<file path="src/fitness_selection_engine_macros.svh">
// Assertion helpers shared by the engine RTL.
`ifndef FITNESS_SELECTION_ENGINE_MACROS_SVH
`define FITNESS_SELECTION_ENGINE_MACROS_SVH

// Same-cycle implication, disabled during reset.
`define FSE_ASSERT_SAME(label, clk, rstn, ante, cons, msg) \
    label: assert property (@(posedge clk) disable iff (!rstn) (ante) |-> (cons)) \
        else $error(msg);

// Next-cycle implication, disabled during reset.
`define FSE_ASSERT_NEXT(label, clk, rstn, ante, cons, msg) \
    label: assert property (@(posedge clk) disable iff (!rstn) (ante) |=> (cons)) \
        else $error(msg);

`endif

</file>
<file path="src/fse_pkg.sv">
`default_nettype none

package fse_pkg;

    localparam int MAX_POP = 256;
    localparam int IDX_W   = $clog2(MAX_POP);
    localparam int CNT_W   = IDX_W + 1;
    localparam int FIT_W   = 31;
    localparam int SUM_W   = FIT_W + IDX_W;
    localparam int DATA_W  = 32;
    localparam int RAND_W  = 32;
    localparam int MUL_W   = 2 * RAND_W;
    localparam int SH_W    = SUM_W - RAND_W;

    localparam logic [2:0] MODE_CLEAR      = 3'd0;
    localparam logic [2:0] MODE_LOAD       = 3'd1;
    localparam logic [2:0] MODE_ROULETTE   = 3'd2;
    localparam logic [2:0] MODE_TOURNAMENT = 3'd3;
    localparam logic [2:0] MODE_ELITE      = 3'd4;

    localparam logic [1:0] STATUS_OK    = 2'd0;
    localparam logic [1:0] STATUS_EMPTY = 2'd1;
    localparam logic [1:0] STATUS_FULL  = 2'd2;

    localparam logic [CNT_W-1:0] POP_FULL = CNT_W'(MAX_POP);

    typedef struct packed {
        logic [2:0]              mode;
        logic signed [DATA_W-1:0] fitness_value;
        logic [RAND_W-1:0]       rand_first;
        logic [RAND_W-1:0]       rand_second;
        logic                    exclude_enable;
        logic [IDX_W-1:0]        exclude_index;
    } fse_in_t;

    typedef struct packed {
        logic [IDX_W-1:0] chosen_index;
        logic [1:0]       status;
        logic [CNT_W-1:0] entry_total;
    } fse_out_t;

    typedef struct packed {
        logic             wr_en;
        logic [IDX_W-1:0] wr_addr;
        logic [FIT_W-1:0] wr_data;
        logic [IDX_W-1:0] rd_addr;
    } fse_store_req_t;

    typedef enum logic [3:0] {
        ST_IDLE,
        ST_RMUL_LO,
        ST_RMUL_HI,
        ST_RTARGET,
        ST_SCAN,
        ST_TMUL_I,
        ST_TMUL_J,
        ST_TDRAW,
        ST_TREAD_J,
        ST_TCMP,
        ST_EZERO,
        ST_DONE
    } fse_state_t;

endpackage

`default_nettype wire

</file>
<file path="src/fse_mul.sv">
`default_nettype none

module fse_mul (
    input  logic                        aclk,
    input  logic [fse_pkg::RAND_W-1:0]  op_a,
    input  logic [fse_pkg::RAND_W-1:0]  op_b,
    output logic [fse_pkg::MUL_W-1:0]   prod
);
    import fse_pkg::*;

    logic [MUL_W-1:0] prod_reg;

    always_ff @(posedge aclk) begin
        prod_reg <= MUL_W'(op_a) * MUL_W'(op_b);
    end

    assign prod = prod_reg;

endmodule

`default_nettype wire
</file>
<file path="config.mk">
export PLATFORM = sky130hd
export DESIGN_NAME = fse_mul
export DESIGN_NICKNAME = d
export VERILOG_FILES = /design/src/fitness_selection_engine_macros.svh /design/src/fse_pkg.sv /design/src/fse_mul.sv
export SDC_FILE = /design/constraint.sdc
export NUM_CORES = 2
export LEC_CHECK = 0
export ABC_AREA = 1
export BUFFER_PORTS_ARGS = -buffer_cell sky130_fd_sc_hd__buf_2
export CAP_MARGIN = 15
export CORE_ASPECT_RATIO = 0.9
export CORE_MARGIN = 3
export CORE_UTILIZATION = 41
export DETAILED_ROUTE_END_ITERATION = 12
export PLACE_DENSITY = 0.55
export SLEW_MARGIN = 15
export SYNTH_ARGS = -nofsm -noshare
export SYNTH_HDL_FRONTEND = slang
export SYNTH_SLANG_ARGS = --single-unit
export TNS_END_PERCENT = 50
</file>
<file path="constraint.sdc">
create_clock -name aclk -period 9 [get_ports aclk]
set_input_delay 1.8 -clock aclk [delete_from_list [all_inputs] [get_ports aclk]]
set_output_delay 1.8 -clock aclk [all_outputs]
set_load 0.01 [all_outputs]
</file>
# --- Word-level counts from Yosys, hierarchy flattened ---
# Index checks and enable logic that the tools add are counted.
op_classes:
  n_addsub: 0
  magnitude_cmp: 0
  reduce_logical: 0
  bitwise_logic: 0
  mux: 0
  n_mul: 1
  eq_ne: 0
  shifts: 0
  n_div: 0
op_table:
  columns: ["cell", "n"]
  rows:
  - ["32-bit by 32-bit multiplier with 64-bit output", 1]
totals:
  input_bits: 65
  output_inout_bits: 64
  register_bits: 64
  romBits: 0
  elab_cells: 2
  latch_bits: 0
  mem_count: 0
  ramBits: 0

# --- Longest topological paths before layout ---
depth:
  depth_word: 1
  ltp_mapped: 30
  ltp_nobuf: 29

# --- Worst setup path after synthesis ---
# OpenSTA, ideal clock, no wires.
synth_path:
  path_kind: "input-to-reg"
  startpoint: "in op_a[25] (netlist name)"
  endpoint: "reg prod_reg[60] (netlist: prod[60])"
  setup_slack_ns: 1.386
  setup_ns: 0.112
  arrival_ns: 7.502
  stages: 26
  n_path_buf: 1
  cell_sequence: "clkbuf_1 > nand2_1 > fa_1 > inv_1 > fa_1 > inv_1 > fa_1 > inv_1 > fa_1 > fa_1 > fa_1 > fa_1 > inv_1 > fa_1 > inv_1 > ha_1 > nand2_1 > nand2_1 > a21oi_1 > nand2_1 > nand2_1 > nand2_1 > a21oi_1 > nand2_1 > nand2_1 > nand2_1"
synth_via:
  elab_chain_len: 1
synth_lines:
  columns: ["item", "line", "rtl"]
  rows:
  - ["from (decl)", "fse_mul.sv:5", "input logic [fse_pkg::RAND_W-1:0] op_a,"]
  - ["32-bit by 32-bit multiplier with 64-bit output", "fse_mul.sv:14", "prod_reg <= MUL_W'(op_a) * MUL_W'(op_b);"]
  - ["to (signal assigned)", "fse_mul.sv:14", null]
  - ["to (decl)", "fse_mul.sv:11", "logic [MUL_W-1:0] prod_reg;"]
# No other way between the ends.

# --- Worst setup path after layout ---
layout_path:
  startpoint: "in op_b[12] (netlist name)"
  endpoint: "reg prod_reg[60] (netlist: prod[60])"
layout_via:
  elab_chain_len: 1
layout_lines:
  columns: ["item", "line", "rtl"]
  rows:
  - ["from (decl)", "fse_mul.sv:6", "input logic [fse_pkg::RAND_W-1:0] op_b,"]
  - ["32-bit by 32-bit multiplier with 64-bit output", "fse_mul.sv:14", null]
# No other way between the ends.

==> impl_metrics.toml <==
[run_status]
status = "finished, final reports clean"

[synthesis]
synthTopCellsByArea = "fa_1, inv_1, nand2_1, ha_1, dfxtp_1"
synth_top_area_frac = 0.4796
yosys.cell_types.count = 23
synth_top_cell_by_area = "fa_1"
syn_area_per_cell_um2 = 7.446
syn_inst = 5023
synth_common_cells = "inv_1, nand2_1, fa_1, ha_1, clkbuf_1"
synthArstFlopShare = 0
ys_ff_latch = 64
synth-edff-count = 0
synth_top_flop_cell = "dfxtp_1"
yosysMostFrequentCell = "inv_1"
synth_nets = 6247
ys_seq_area_frac = 0.03426
synth_area_um2 = 37400
ys_warn_count = 0

[sta]
slew_headroom = 0.4127
hold_viol_final = 0
max_freq_mhz = 120.9
finalCritPeriodShare = 0.9187
period_minus_slack_ns = 8.268
drv_slew = 0
rsz0062_at_grt = "no"
tightest_slew_ns = 0.8810
holdWs_ns = 2.127
tns_ns = 0
finalSetupViolCount = 0

[floorplanning]
die_y_um = 292.5
die-area_um2 = 94890
start_util = 0.4160
die_w_um = 324.4
coreArea_um2 = 89920
top_level_ports = 129
num_rows = 104

[grt]
grt_pass1_wl_mm = 171.6
grt-ovfl-total = 0
antenna_found_initial = 3
grt_start_max_net_pins = 33
grt_pass1_vias = 31020
grtUsageTotal = 0.2283

[routing]
dr.first_iter.drc_count = 1645
viasPerCell = 4.615
routed_wl_mm = 103.7
drt-pass1-iter-count = 5
wl_per_cell_um = 16.54
vias = 28930
drc = 0
ant_nets = 0

[cts]
cts_resized = 0
hold_buffers = 0
cts.sinks = 64
clk_path_buf_depth = 2
cts_setup_buffers = 0
cts_buffers = 9
cts_root_buf = "clkbuf_16"
cts_tree = "done"
cts.clk_slew.worst_paths_ns = 0.07
h-tree-depth = 3

[critical_path]
setup.worst_path.end_class = "register"
cp_common_cell = "nand2_1"
worstPathRequired_ns = 9.21
critical_path_class = "input port to register"
arrival_ns = 8.48
path_max_fanout = 20
cpMaxStageDelayCell = "fa_1"
path_delay_family = "adder cells"
max_stage_delay_ns = 0.60
critical_path.startpoint_type = "input port"
crit_buf_inv = 7

[layout]
largest_reg_flops = 64
nets = 6267
fin_area_um2 = 39680
areaGrowthSynthToFinish_pct = 6.099
nFillCells = 9271
drive_gt1_frac = 0.05567

[flow_run]
cap_violations = 0

[place]
hpwl_mm = 90.94
place_area_um2 = 39390
place_congestion = 0.8881
portBuffers = 128

[worst_hold_path]
hold_depth = 4
hp-start = "op_b[0]"
min_path_type = "input port to register"
holdPathEnd = "prod[0]"
[cell usage in the layout, fill, tap and decap left out, types with 11 or more instances in the layout]
| cell type | n |
|---|---|
| fa_1 | 896 |
| inv_1 | 1723 |
| nand3_1 | 56 |
| a21oi_1 | 43 |
| xor2_1 | 33 |
| buf_4 | 73 |
| o21bai_1 | 11 |
| inv_2 | 12 |
| ha_1 | 263 |
| nor3_1 | 11 |
| nand2_2 | 15 |
| nor2_2 | 14 |
| nand2_1 | 1566 |
| buf_2 | 128 |
| dfxtp_1 | 64 |
| nor2_1 | 81 |
| nand4_1 | 16 |
[through the flow]
step           cells    util  setup WS (ns)
3_3_place_gp    6251  0.4381         0.4098
4_1_cts         6267  0.4413         0.6956
3_5_place_dp    6251  0.4381         0.3503
2_1_floorplan   5023       -          1.386
6_report        6269  0.4413         0.7320
5_1_grt         6269  0.4413         0.3758
[worst max path at each step]
stage | endpoint | slack, ns | startpoint | depth (start not counted)
floorplan | prod[60] | 1.39 | op_a[25] | 26
global route | prod[60] | 0.38 | op_b[12] | 27
CTS | prod[60] | 0.70 | op_b[12] | 27
global placement | prod[22] | 0.41 | op_b[8] | 24
finish | prod[60] | 0.73 | op_b[12] | 27
detailed placement | prod[60] | 0.35 | op_b[12] | 27
[layer usage]
| layer | part of all wire | routed length (um) | global-route usage | vias up |
|---|---|---|---|---|
| li1 | - | - | - | 13650 |
| met5 | 0.000087 | 9 | 0 | - |
| met2 | 0.48 | 49700 | 0.3858 | 700 |
| met1 | 0.45 | 46540 | 0.3164 | 14450 |
| met4 | 0.021 | 2211 | 0.04802 | 2 |
| met3 | 0.050 | 5224 | 0.02835 | 134 |
[final cells by class]
type	count	area [um^2]	area share
inverters	1735	6513	0.1641
clock buffers	10	239.0	0.006022
clock inverters	6	43.79	0.001104
diodes	2	5.005	0.0001261
well taps	1219	1525	0.03844
flip-flops and latches	64	1281	0.03229
repair buffers	201	1189	0.02995
multi-input cells	3032	28890	0.7280
[cell families after synthesis]
family,synth area share
buf+inv,0.1934
simple gates,0.1880
fa+ha+maj,0.5676
flops,0.03426
compound gates,0.008531
xor+xnor,0.008196
Power is not shown: default switching activity piles up to over one toggle a cycle in this logic, so the estimate is an artifact.
